`config.mk`:
```
export PLATFORM = sky130hd
export DESIGN_NAME = damped_spring_tether_core
export DESIGN_NICKNAME = d
export VERILOG_FILES = /design/src/rtl/core/dst_pkg.sv /design/src/rtl/core/dst_dpath.sv /design/src/rtl/core/damped_spring_tether_core.sv
export SDC_FILE = /design/constraint.sdc
export NUM_CORES = 2
export LEC_CHECK = 0
export ABC_AREA = 1
export CORE_MARGIN = 5
export CORE_UTILIZATION = 45
export DETAILED_ROUTE_END_ITERATION = 10
export DONT_BUFFER_PORTS = 1
export SETUP_SLACK_MARGIN = 0.2
export SLEW_MARGIN = 20
export SYNTH_ARGS = -nofsm -noshare
export SYNTH_HDL_FRONTEND = slang
export SYNTH_SLANG_ARGS = --single-unit
```
`constraint.sdc`:
```
create_clock -name clk -period 14.2 [get_ports clk]
set_input_delay 2.13 -clock clk [delete_from_list [all_inputs] [get_ports clk]]
set_output_delay 2.13 -clock clk [all_outputs]
set_load 0.01 [all_outputs]
```
`src/rtl/core/dst_pkg.sv`:
```
package dst_pkg;

	localparam int COORD_FRAC_DEF = 8;
	localparam int GAIN_FRAC_DEF  = 16;

	localparam int CW = 24;
	localparam int MW = 25;
	localparam int PW = 50;
	localparam int SW = 52;
	localparam int UW = 6;

	typedef struct packed {
		logic [2:0]         opcode;
		logic signed [23:0] point_x;
		logic signed [23:0] point_y;
		logic signed [23:0] anchor_x;
		logic signed [23:0] anchor_y;
	} cmd_t;

	typedef struct packed {
		logic signed [23:0] pos_x;
		logic signed [23:0] pos_y;
		logic [1:0]         mode;
		logic               spawned;
	} res_t;

	typedef struct packed {
		logic [15:0] spring_gain;
		logic [15:0] damping_factor;
		logic [22:0] detach_distance;
	} cfg_t;

	localparam logic [2:0] OP_START  = 3'd0;
	localparam logic [2:0] OP_UPDATE = 3'd1;
	localparam logic [2:0] OP_END    = 3'd2;
	localparam logic [2:0] OP_CANCEL = 3'd3;
	localparam logic [2:0] OP_TICK   = 3'd4;

	localparam logic [1:0] PH_IDLE = 2'd0;
	localparam logic [1:0] PH_DRAG = 2'd1;
	localparam logic [1:0] PH_SNAP = 2'd2;

	localparam logic [1:0] CFG_GAIN   = 2'd0;
	localparam logic [1:0] CFG_DAMP   = 2'd1;
	localparam logic [1:0] CFG_DETACH = 2'd2;

	localparam logic [15:0] GAIN_RST   = 16'd13107;
	localparam logic [15:0] DAMP_RST   = 16'd52429;
	localparam logic [22:0] DETACH_RST = 23'd25600;

	localparam logic [4:0] U_NOP    = 5'd0;
	localparam logic [4:0] U_START  = 5'd1;
	localparam logic [4:0] U_UPDATE = 5'd2;
	localparam logic [4:0] U_CANCEL = 5'd3;
	localparam logic [4:0] U_DIFF   = 5'd4;
	localparam logic [4:0] U_SQ     = 5'd5;
	localparam logic [4:0] U_ACC    = 5'd6;
	localparam logic [4:0] U_THR    = 5'd7;
	localparam logic [4:0] U_ENDFIN = 5'd8;
	localparam logic [4:0] U_MULK   = 5'd9;
	localparam logic [4:0] U_ADDV   = 5'd10;
	localparam logic [4:0] U_MULC   = 5'd11;
	localparam logic [4:0] U_WRV    = 5'd12;
	localparam logic [4:0] U_ADDP   = 5'd13;
	localparam logic [4:0] U_CMPN   = 5'd14;
	localparam logic [4:0] U_SETTLE = 5'd15;
	localparam logic [4:0] U_DONE   = 5'd16;

	localparam logic AX_X = 1'b0;
	localparam logic AX_Y = 1'b1;

	localparam logic [1:0] SA_POINT = 2'd0;
	localparam logic [1:0] SA_TGT   = 2'd1;
	localparam logic [1:0] SA_CUR   = 2'd2;
	localparam logic [1:0] SA_VEL   = 2'd3;

	localparam logic [1:0] SB_HOME = 2'd0;
	localparam logic [1:0] SB_CUR  = 2'd1;
	localparam logic [1:0] SB_ZERO = 2'd2;

	localparam logic [1:0] J_NONE   = 2'd0;
	localparam logic [1:0] J_ALWAYS = 2'd1;
	localparam logic [1:0] J_NSNAP  = 2'd2;

	localparam logic [UW-1:0] A_START  = 6'd0;
	localparam logic [UW-1:0] A_DONE   = 6'd1;
	localparam logic [UW-1:0] A_UPDATE = 6'd2;
	localparam logic [UW-1:0] A_CANCEL = 6'd3;
	localparam logic [UW-1:0] A_END    = 6'd4;
	localparam logic [UW-1:0] A_TICK   = 6'd12;

	typedef struct packed {
		logic [4:0]    uop;
		logic          axis;
		logic [1:0]    sa;
		logic [1:0]    sb;
		logic          clr;
		logic [1:0]    cond;
		logic [UW-1:0] target;
	} ctl_t;

	function automatic ctl_t mk(input logic [4:0] uop, input logic axis,
			input logic [1:0] sa, input logic [1:0] sb, input logic clr,
			input logic [1:0] cond, input logic [UW-1:0] target);
		ctl_t c;
		c.uop    = uop;
		c.axis   = axis;
		c.sa     = sa;
		c.sb     = sb;
		c.clr    = clr;
		c.cond   = cond;
		c.target = target;
		return c;
	endfunction

	function automatic ctl_t op(input logic [4:0] uop, input logic axis);
		return mk(uop, axis, SA_POINT, SB_HOME, 1'b0, J_NONE, A_DONE);
	endfunction

	function automatic ctl_t diff(input logic axis, input logic [1:0] sa,
			input logic [1:0] sb);
		return mk(U_DIFF, axis, sa, sb, 1'b0, J_NONE, A_DONE);
	endfunction

	function automatic ctl_t acc(input logic clr);
		return mk(U_ACC, AX_X, SA_POINT, SB_HOME, clr, J_NONE, A_DONE);
	endfunction

	function automatic ctl_t jmp(input logic [4:0] uop, input logic [1:0] cond);
		return mk(uop, AX_X, SA_POINT, SB_HOME, 1'b0, cond, A_DONE);
	endfunction

	// microprogram
	function automatic ctl_t ucode(input logic [UW-1:0] a);
		ctl_t c;
		case (a)
			6'd0: c = op(U_START, AX_X);
			6'd1: c = op(U_DONE, AX_X);
			6'd2: c = jmp(U_UPDATE, J_ALWAYS);
			6'd3: c = jmp(U_CANCEL, J_ALWAYS);
			// end: |point - home|^2 against threshold^2
			6'd4: c = diff(AX_X, SA_POINT, SB_HOME);
			6'd5: c = op(U_SQ, AX_X);
			6'd6: c = acc(1'b1);
			6'd7: c = diff(AX_Y, SA_POINT, SB_HOME);
			6'd8: c = op(U_SQ, AX_X);
			6'd9: c = acc(1'b0);
			6'd10: c = op(U_THR, AX_X);
			6'd11: c = jmp(U_ENDFIN, J_ALWAYS);
			// tick: spring integration, x then y
			6'd12: c = diff(AX_X, SA_TGT, SB_CUR);
			6'd13: c = op(U_MULK, AX_X);
			6'd14: c = op(U_ADDV, AX_X);
			6'd15: c = op(U_MULC, AX_X);
			6'd16: c = op(U_WRV, AX_X);
			6'd17: c = op(U_ADDP, AX_X);
			6'd18: c = diff(AX_Y, SA_TGT, SB_CUR);
			6'd19: c = op(U_MULK, AX_Y);
			6'd20: c = op(U_ADDV, AX_Y);
			6'd21: c = op(U_MULC, AX_Y);
			6'd22: c = op(U_WRV, AX_Y);
			6'd23: c = op(U_ADDP, AX_Y);
			6'd24: c = jmp(U_NOP, J_NSNAP);
			// settle check
			6'd25: c = diff(AX_X, SA_CUR, SB_HOME);
			6'd26: c = op(U_SQ, AX_X);
			6'd27: c = acc(1'b1);
			6'd28: c = diff(AX_Y, SA_CUR, SB_HOME);
			6'd29: c = op(U_SQ, AX_X);
			6'd30: c = acc(1'b0);
			6'd31: c = op(U_CMPN, AX_X);
			6'd32: c = diff(AX_X, SA_VEL, SB_ZERO);
			6'd33: c = op(U_SQ, AX_X);
			6'd34: c = acc(1'b1);
			6'd35: c = diff(AX_Y, SA_VEL, SB_ZERO);
			6'd36: c = op(U_SQ, AX_X);
			6'd37: c = acc(1'b0);
			6'd38: c = jmp(U_SETTLE, J_ALWAYS);
			default: c = op(U_DONE, AX_X);
		endcase
		return c;
	endfunction

	function automatic logic [UW-1:0] entry(input logic [2:0] opcode);
		logic [UW-1:0] a;
		case (opcode)
			OP_START:  a = A_START;
			OP_UPDATE: a = A_UPDATE;
			OP_END:    a = A_END;
			OP_CANCEL: a = A_CANCEL;
			OP_TICK:   a = A_TICK;
			default:   a = A_DONE;
		endcase
		return a;
	endfunction

endpackage

```
`src/rtl/core/dst_dpath.sv`:
```
module dst_dpath import dst_pkg::*; #(
	parameter int COORD_FRAC_BITS = COORD_FRAC_DEF,
	parameter int GAIN_FRAC_BITS  = GAIN_FRAC_DEF
) (
	input  logic clk,
	input  logic arst_n,
	input  ctl_t ctl,
	input  cmd_t cmd,
	input  cfg_t cfg,
	output res_t res
);

	localparam logic [PW-1:0] NEAR2 = PW'(1) << (2 * COORD_FRAC_BITS + 2);
	localparam logic [PW-1:0] SLOW2 = PW'(1) << (2 * COORD_FRAC_BITS - 2);
	localparam logic signed [SW-1:0] SMAX = $signed((SW'(1) << (CW - 1)) - SW'(1));
	localparam logic signed [SW-1:0] SMIN = ~SMAX;

	function automatic logic signed [CW-1:0] sat(input logic signed [SW-1:0] v);
		logic signed [SW-1:0] r;
		if (v > SMAX)
			r = SMAX;
		else if (v < SMIN)
			r = SMIN;
		else
			r = v;
		return r[CW-1:0];
	endfunction

	function automatic logic signed [SW-1:0] sx(input logic signed [CW-1:0] v);
		return $signed({{(SW - CW){v[CW-1]}}, v});
	endfunction

	logic signed [CW-1:0] cur_x_q, cur_y_q, tgt_x_q, tgt_y_q;
	logic signed [CW-1:0] vel_x_q, vel_y_q, home_x_q, home_y_q;
	logic [1:0]           phase_q;
	logic                 spawned_q;

	logic signed [MW-1:0] t_q;
	logic [PW-1:0]        p_q, acc_q;
	logic                 neg_q, near_q;

	logic signed [CW-1:0] pt_a, tgt_a, cur_a, vel_a, home_a, opa, opb;
	logic signed [MW-1:0] dif;
	logic [MW-1:0]        tu, mag, ma, mb;
	logic [PW-1:0]        prod, frac;
	logic signed [SW-1:0] fpos, fs, vsum, psum;
	logic signed [CW-1:0] vsat, fsat, psat;

	always_comb begin
		pt_a   = ctl.axis ? cmd.point_y : cmd.point_x;
		tgt_a  = ctl.axis ? tgt_y_q : tgt_x_q;
		cur_a  = ctl.axis ? cur_y_q : cur_x_q;
		vel_a  = ctl.axis ? vel_y_q : vel_x_q;
		home_a = ctl.axis ? home_y_q : home_x_q;
		case (ctl.sa)
			SA_POINT: opa = pt_a;
			SA_TGT:   opa = tgt_a;
			SA_CUR:   opa = cur_a;
			SA_VEL:   opa = vel_a;
			default:  opa = pt_a;
		endcase
		case (ctl.sb)
			SB_HOME: opb = home_a;
			SB_CUR:  opb = cur_a;
			SB_ZERO: opb = '0;
			default: opb = '0;
		endcase
		dif = $signed({opa[CW-1], opa}) - $signed({opb[CW-1], opb});

		tu  = t_q;
		mag = tu[MW-1] ? (~tu + MW'(1)) : tu;
		case (ctl.uop)
			U_MULK: begin
				ma = mag;
				mb = MW'(cfg.spring_gain);
			end
			U_MULC: begin
				ma = mag;
				mb = MW'(cfg.damping_factor);
			end
			U_THR: begin
				ma = MW'(cfg.detach_distance);
				mb = MW'(cfg.detach_distance);
			end
			default: begin
				ma = mag;
				mb = mag;
			end
		endcase
		prod = PW'(ma) * PW'(mb);

		// truncation toward zero: shift the magnitude, then restore the sign
		frac = p_q >> GAIN_FRAC_BITS;
		fpos = $signed({{(SW - PW){1'b0}}, frac});
		fs   = neg_q ? -fpos : fpos;
		vsum = sx(vel_a) + fs;
		psum = sx(cur_a) + sx(vel_a);
		vsat = sat(vsum);
		fsat = sat(fs);
		psat = sat(psum);
	end

	always_ff @(posedge clk) begin
		case (ctl.uop)
			U_DIFF: t_q <= dif;
			U_ADDV: t_q <= $signed({vsat[CW-1], vsat});
			U_SQ, U_MULK, U_MULC, U_THR: begin
				p_q   <= prod;
				neg_q <= t_q[MW-1];
			end
			U_ACC:  acc_q <= (ctl.clr ? '0 : acc_q) + p_q;
			U_CMPN: near_q <= (acc_q < NEAR2);
			default: ;
		endcase
	end

	always_ff @(posedge clk or negedge arst_n) begin
		if (!arst_n) begin
			cur_x_q   <= '0;
			cur_y_q   <= '0;
			tgt_x_q   <= '0;
			tgt_y_q   <= '0;
			vel_x_q   <= '0;
			vel_y_q   <= '0;
			home_x_q  <= '0;
			home_y_q  <= '0;
			phase_q   <= PH_IDLE;
			spawned_q <= 1'b0;
		end else begin
			case (ctl.uop)
				U_START: begin
					home_x_q <= cmd.anchor_x;
					home_y_q <= cmd.anchor_y;
					cur_x_q  <= cmd.point_x;
					cur_y_q  <= cmd.point_y;
					tgt_x_q  <= cmd.point_x;
					tgt_y_q  <= cmd.point_y;
					vel_x_q  <= '0;
					vel_y_q  <= '0;
					phase_q  <= PH_DRAG;
				end
				U_UPDATE: begin
					if (phase_q == PH_DRAG) begin
						tgt_x_q <= cmd.point_x;
						tgt_y_q <= cmd.point_y;
					end
				end
				U_CANCEL: begin
					phase_q <= PH_SNAP;
					tgt_x_q <= home_x_q;
					tgt_y_q <= home_y_q;
				end
				U_ENDFIN: begin
					if (acc_q >= p_q) begin
						spawned_q <= 1'b1;
						phase_q   <= PH_IDLE;
						tgt_x_q   <= cmd.point_x;
						tgt_y_q   <= cmd.point_y;
					end else begin
						phase_q <= PH_SNAP;
						tgt_x_q <= home_x_q;
						tgt_y_q <= home_y_q;
					end
				end
				U_WRV: begin
					if (ctl.axis)
						vel_y_q <= fsat;
					else
						vel_x_q <= fsat;
				end
				U_ADDP: begin
					if (ctl.axis)
						cur_y_q <= psat;
					else
						cur_x_q <= psat;
				end
				U_SETTLE: begin
					if (near_q && (acc_q < SLOW2)) begin
						cur_x_q <= home_x_q;
						cur_y_q <= home_y_q;
						vel_x_q <= '0;
						vel_y_q <= '0;
						phase_q <= PH_IDLE;
					end
				end
				U_DONE: spawned_q <= 1'b0;
				default: ;
			endcase
		end
	end

	assign res.pos_x   = cur_x_q;
	assign res.pos_y   = cur_y_q;
	assign res.mode    = phase_q;
	assign res.spawned = spawned_q;

endmodule

```
`src/rtl/core/damped_spring_tether_core.sv`:
```
// channel  | handshake              | payload
// ---------+------------------------+---------------------------------------
// cmd      | cmd_valid / cmd_stall  | cmd_t: opcode, point, anchor
// res      | res_valid / res_stall  | res_t: pos, mode, spawned
// cfg      | cfg_valid / cfg_ready  | cfg_index, cfg_data
//
// One command at a time, run by the microcode sequencer over one shared
// 25x25 multiplier. A tick also runs the settle check while snapping back.
// cmd_stall is high while a command runs; a finished result waits in the
// output register, and the next command may run up to its last step meanwhile.
// Reset restores the register defaults and clears the sequencer and the tether
// state, but not the command, result or datapath scratch registers.
module damped_spring_tether_core import dst_pkg::*; #(
	parameter int COORD_FRAC_BITS = COORD_FRAC_DEF,
	parameter int GAIN_FRAC_BITS  = GAIN_FRAC_DEF
) (
	input  logic        clk,
	input  logic        arst_n,
	input  logic        cmd_valid,
	output logic        cmd_stall,
	input  cmd_t        cmd,
	output logic        res_valid,
	input  logic        res_stall,
	output res_t        res,
	input  logic        cfg_valid,
	output logic        cfg_ready,
	input  logic [1:0]  cfg_index,
	input  logic [22:0] cfg_data
);

	cfg_t          cfg_q;
	cmd_t          cmd_q;
	res_t          res_q, dres;
	logic          busy_q, res_valid_q;
	logic [UW-1:0] upc_q;
	ctl_t          ctl_rom, ctl;
	logic          accept, fire, is_done, taken;

	assign accept  = cmd_valid && !busy_q;
	assign ctl_rom = ucode(upc_q);
	assign is_done = (ctl_rom.uop == U_DONE);
	assign fire    = busy_q && !(is_done && res_valid_q && res_stall);
	assign taken   = (ctl_rom.cond == J_ALWAYS) ||
	                 ((ctl_rom.cond == J_NSNAP) && (dres.mode != PH_SNAP));

	always_comb begin
		ctl = ctl_rom;
		if (!fire) begin
			ctl.uop  = U_NOP;
			ctl.cond = J_NONE;
		end
	end

	dst_dpath #(
		.COORD_FRAC_BITS(COORD_FRAC_BITS),
		.GAIN_FRAC_BITS (GAIN_FRAC_BITS)
	) u_dpath (
		.clk   (clk),
		.arst_n(arst_n),
		.ctl   (ctl),
		.cmd   (cmd_q),
		.cfg   (cfg_q),
		.res   (dres)
	);

	always_ff @(posedge clk or negedge arst_n) begin
		if (!arst_n) begin
			busy_q <= 1'b0;
			upc_q  <= A_DONE;
		end else if (accept) begin
			busy_q <= 1'b1;
			upc_q  <= entry(cmd.opcode);
		end else if (fire) begin
			if (is_done)
				busy_q <= 1'b0;
			else
				upc_q <= taken ? ctl_rom.target : upc_q + UW'(1);
		end
	end

	always_ff @(posedge clk) begin
		if (accept)
			cmd_q <= cmd;
		if (fire && is_done)
			res_q <= dres;
	end

	always_ff @(posedge clk or negedge arst_n) begin
		if (!arst_n)
			res_valid_q <= 1'b0;
		else if (fire && is_done)
			res_valid_q <= 1'b1;
		else if (res_valid_q && !res_stall)
			res_valid_q <= 1'b0;
	end

	always_ff @(posedge clk or negedge arst_n) begin
		if (!arst_n) begin
			cfg_q.spring_gain     <= GAIN_RST;
			cfg_q.damping_factor  <= DAMP_RST;
			cfg_q.detach_distance <= DETACH_RST;
		end else if (cfg_valid) begin
			case (cfg_index)
				CFG_GAIN:   cfg_q.spring_gain     <= cfg_data[15:0];
				CFG_DAMP:   cfg_q.damping_factor  <= cfg_data[15:0];
				CFG_DETACH: cfg_q.detach_distance <= cfg_data;
				default: ;
			endcase
		end
	end

	assign cmd_stall = busy_q;
	assign res_valid = res_valid_q;
	assign res       = res_q;
	assign cfg_ready = 1'b1;

endmodule
```
==> flow_summary.json <==
{
  "portBuffers": 0,
  "grt_util_all_layers_pct": 29.77,
  "viasPerCell": 5.477,
  "final_nets": 8552,
  "status": "complete, no violations",
  "initial_core_util_pct": 45.18,
  "max_slew.worst_pin.slew_ns": 1.244,
  "clockRootBuffer": "clkbuf_16",
  "finClkSkew_ns": 0.05914,
  "overflow": 0,
  "relSlewSlack_pct": 16.18,
  "critPathSlowestCell": "dfstp_2",
  "grt_antenna_before_repair": 9,
  "critical_path_class": "register to register",
  "synthArstFlopShare_pct": 48.50,
  "drc_errors": 0,
  "ys.warnings.count": 0,
  "grt_max_degree": 259,
  "min_path_type": "register to register",
  "cts_buffer_depth": 3,
  "min_period_over_period_pct": 76.38,
  "fin_crit_ns": 10.85,
  "drive_gt1_share_pct": 4.011,
  "rsz0062_at_grt": "false",
  "cts_sinks": 532,
  "crit_fanout": 36,
  "cts_tree": "built",
  "n_fill_cell": 12730,
  "synth_compound_area_share_pct": 9.804,
  "pre_cts_ws_ns": 3.024,
  "die_height_um": 367.4,
  "crit_path_end_kind": "register",
  "dp_hpwl_um": 160100,
  "final_common_cell": "nand2_1",
  "cts_setup_buffers": 0,
  "wl_per_cell_um": 22.01,
  "worstPathRequired_ns": 14.61,
  "netlist-cell-type-count": 65,
  "via_count": 50500,
  "multi_input_area_mm2": 0.03632,
  "start_kind": "register",
  "ant_nets": 0,
  "ys_seq_area_share_pct": 25.60,
  "final_cell_mix": "nand2_1 (1,991), inv_1 (1,404), nor2_1 (863)",
  "synthAdderAreaFrac_pct": 26.97,
  "maxCapViolations": 0,
  "insertion_delay_ns": 0.71,
  "dieArea_mm2": 0.1350,
  "synthMuxAreaShare_pct": 0.1176,
  "max_stage_delay_ns": 0.68,
  "reg2reg_slack_ns": 3.35,
  "syn_area_per_cell_um2": 7.569,
  "cts_inserted_buffers": 66,
  "rows": 131,
  "ys_seq_elements": 532,
  "areaGrowthSynthToFinish_pct": 6.427,
  "cts_resized": 0,
  "cts_htree_levels": 3,
  "syn_inst": 7593,
  "arrival_ns": 11.26,
  "placedCellCount": 9096,
  "fmax_ghz": 0.09220,
  "clk_pin_slew_ns": 0.06,
  "hold_viol_final": 0,
  "stdcell_count": 9219,
  "setup_viol": 0,
  "seq_area_mm2": 0.01471,
  "synth_top_family_by_area": "adder cells",
  "die_x_um": 367.4,
  "layout_setup_ws_ns": 3.354,
  "drtIter0Drc": 5232,
  "core_area_mm2": 0.1272,
  "synthSimpleGateAreaFrac_pct": 22.79,
  "final_max_slew_viol_count": 0,
  "grt_pass1_vias": 49740,
  "io_pins": 183,
  "cts_hold_buf": 0,
  "tns_ns": 0,
  "synth_ff_type": "edfxtp_1",
  "finalWeightedCongestion": 1.001,
  "firstDrtPassIters": 8,
  "synth_edf_count": 274,
  "synth_xor_xnor_area_share_pct": 3.261,
  "grt_pass1_wl_um": 306800,
  "synth_area_mm2": 0.05747,
  "finalWirelength_um": 202900
}
final timing paths:
kind	endpoint	start	depth (start not counted)
max	u_dpath.p_q[48]$_DFFE_PP_	upc_q[0]$_DFFE_PN1P_	38
min	res[23]$_DFFE_PP_	u_dpath.cur_y_q[20]$_DFFE_PN0P_	0
max reg2reg	u_dpath.p_q[48]$_DFFE_PP_	upc_q[0]$_DFFE_PN1P_	38
min reg2reg	res[23]$_DFFE_PP_	u_dpath.cur_y_q[20]$_DFFE_PN0P_	0
max in group asynchronous	u_dpath.vel_y_q[23]$_DFFE_PN0P_	arst_n	0
min in group asynchronous	u_dpath.home_x_q[13]$_DFFE_PN0P_	arst_n	0
final cells by class:
cell class / count / area share [%]
well taps: 1662 / 3.400
inverters: 1440 / 8.852
diodes: 2 / 0.008183
repair buffers: 53 / 0.6505
clock buffers: 88 / 2.952
clock inverters: 33 / 0.7119
flip-flops and latches: 532 / 24.05
multi-input cells: 5409 / 59.38
cell usage after synthesis (13+ instances only):
library cell  count  area [um2]
a21o_1           14       105.1
a21oi_1         269        1346
a221oi_1         17       148.9
a22oi_1          18       135.1
a2bb2oi_1        18       157.7
a31oi_1          52       325.3
buf_2            95       475.5
buf_4            35       262.8
clkbuf_1         79       296.5
dfrtp_1         237        5931
dfstp_2          21       551.8
edfxtp_1        274        8228
fa_1            530       10610
ha_1            391        4892
inv_1          1407        5281
inv_2            27       101.4
nand2_1        1994        7485
nand3_1         216        1081
nand4_1          44       275.3
nor2_1          867        3254
nor2_4           13       146.4
nor3_1           35       175.2
nor4_1           32       200.2
o21a_1           18       135.1
o21ai_0         469        2347
o21ai_1          13       65.06
o22ai_1          14       87.58
xnor2_1          73       639.4
xor2_1          141        1235
sequential cells by signal, indices dropped and copies added (netlist names), 25 cells and up:
name           count
u_dpath.t_q       25
cfg_q             55
u_dpath.p_q       50
res               51
u_dpath.acc_q     50
cmd_q             96
cells by family after synthesis:
logic type      Yosys count
mux                       6
xor+xnor                214
flops                   532
fa+ha+maj               921
other cells               2
simple gates           3263
compound gates          989
buf+inv                1666
layer usage:
metal | up-vias | global-route usage (%) | part of all wire (%)
met4 | 12 | 9.362 | 3.6
li1 | 23410 | - | -
met5 | - | 0 | 0.037
met2 | 2284 | 44.48 | 42
met3 | 409 | 8.781 | 11
met1 | 24380 | 41.77 | 43
metrics by stage:
| stage | area (um2) | hold slack (ns) | util (%) |
|---|---|---|---|
| 6_report | 61160 | 0.4478 | 48.09 |
| 5_1_grt | 61160 | 0.4601 | 48.09 |
| 4_1_cts | 61150 | 0.4493 | 48.07 |
| 3_5_place_dp | 58910 | 0.4377 | 46.31 |
| 3_3_place_gp | 58900 | 0.4320 | 46.31 |
| 2_1_floorplan | 57520 | 0.4244 | - |
worst max-delay path, delay by kind of cell (launching register included):
kind            cells  cell delay, ns
fa+ha+maj           9            4.32
simple gates       16            3.16
buf+inv             8            1.47
compound gates      4            0.78
flops               1            0.68
xor+xnor            1            0.09
Power is left out: the tool's default activity adds up to more than one toggle a clock period on the data nets, which glitch-free logic cannot reach.
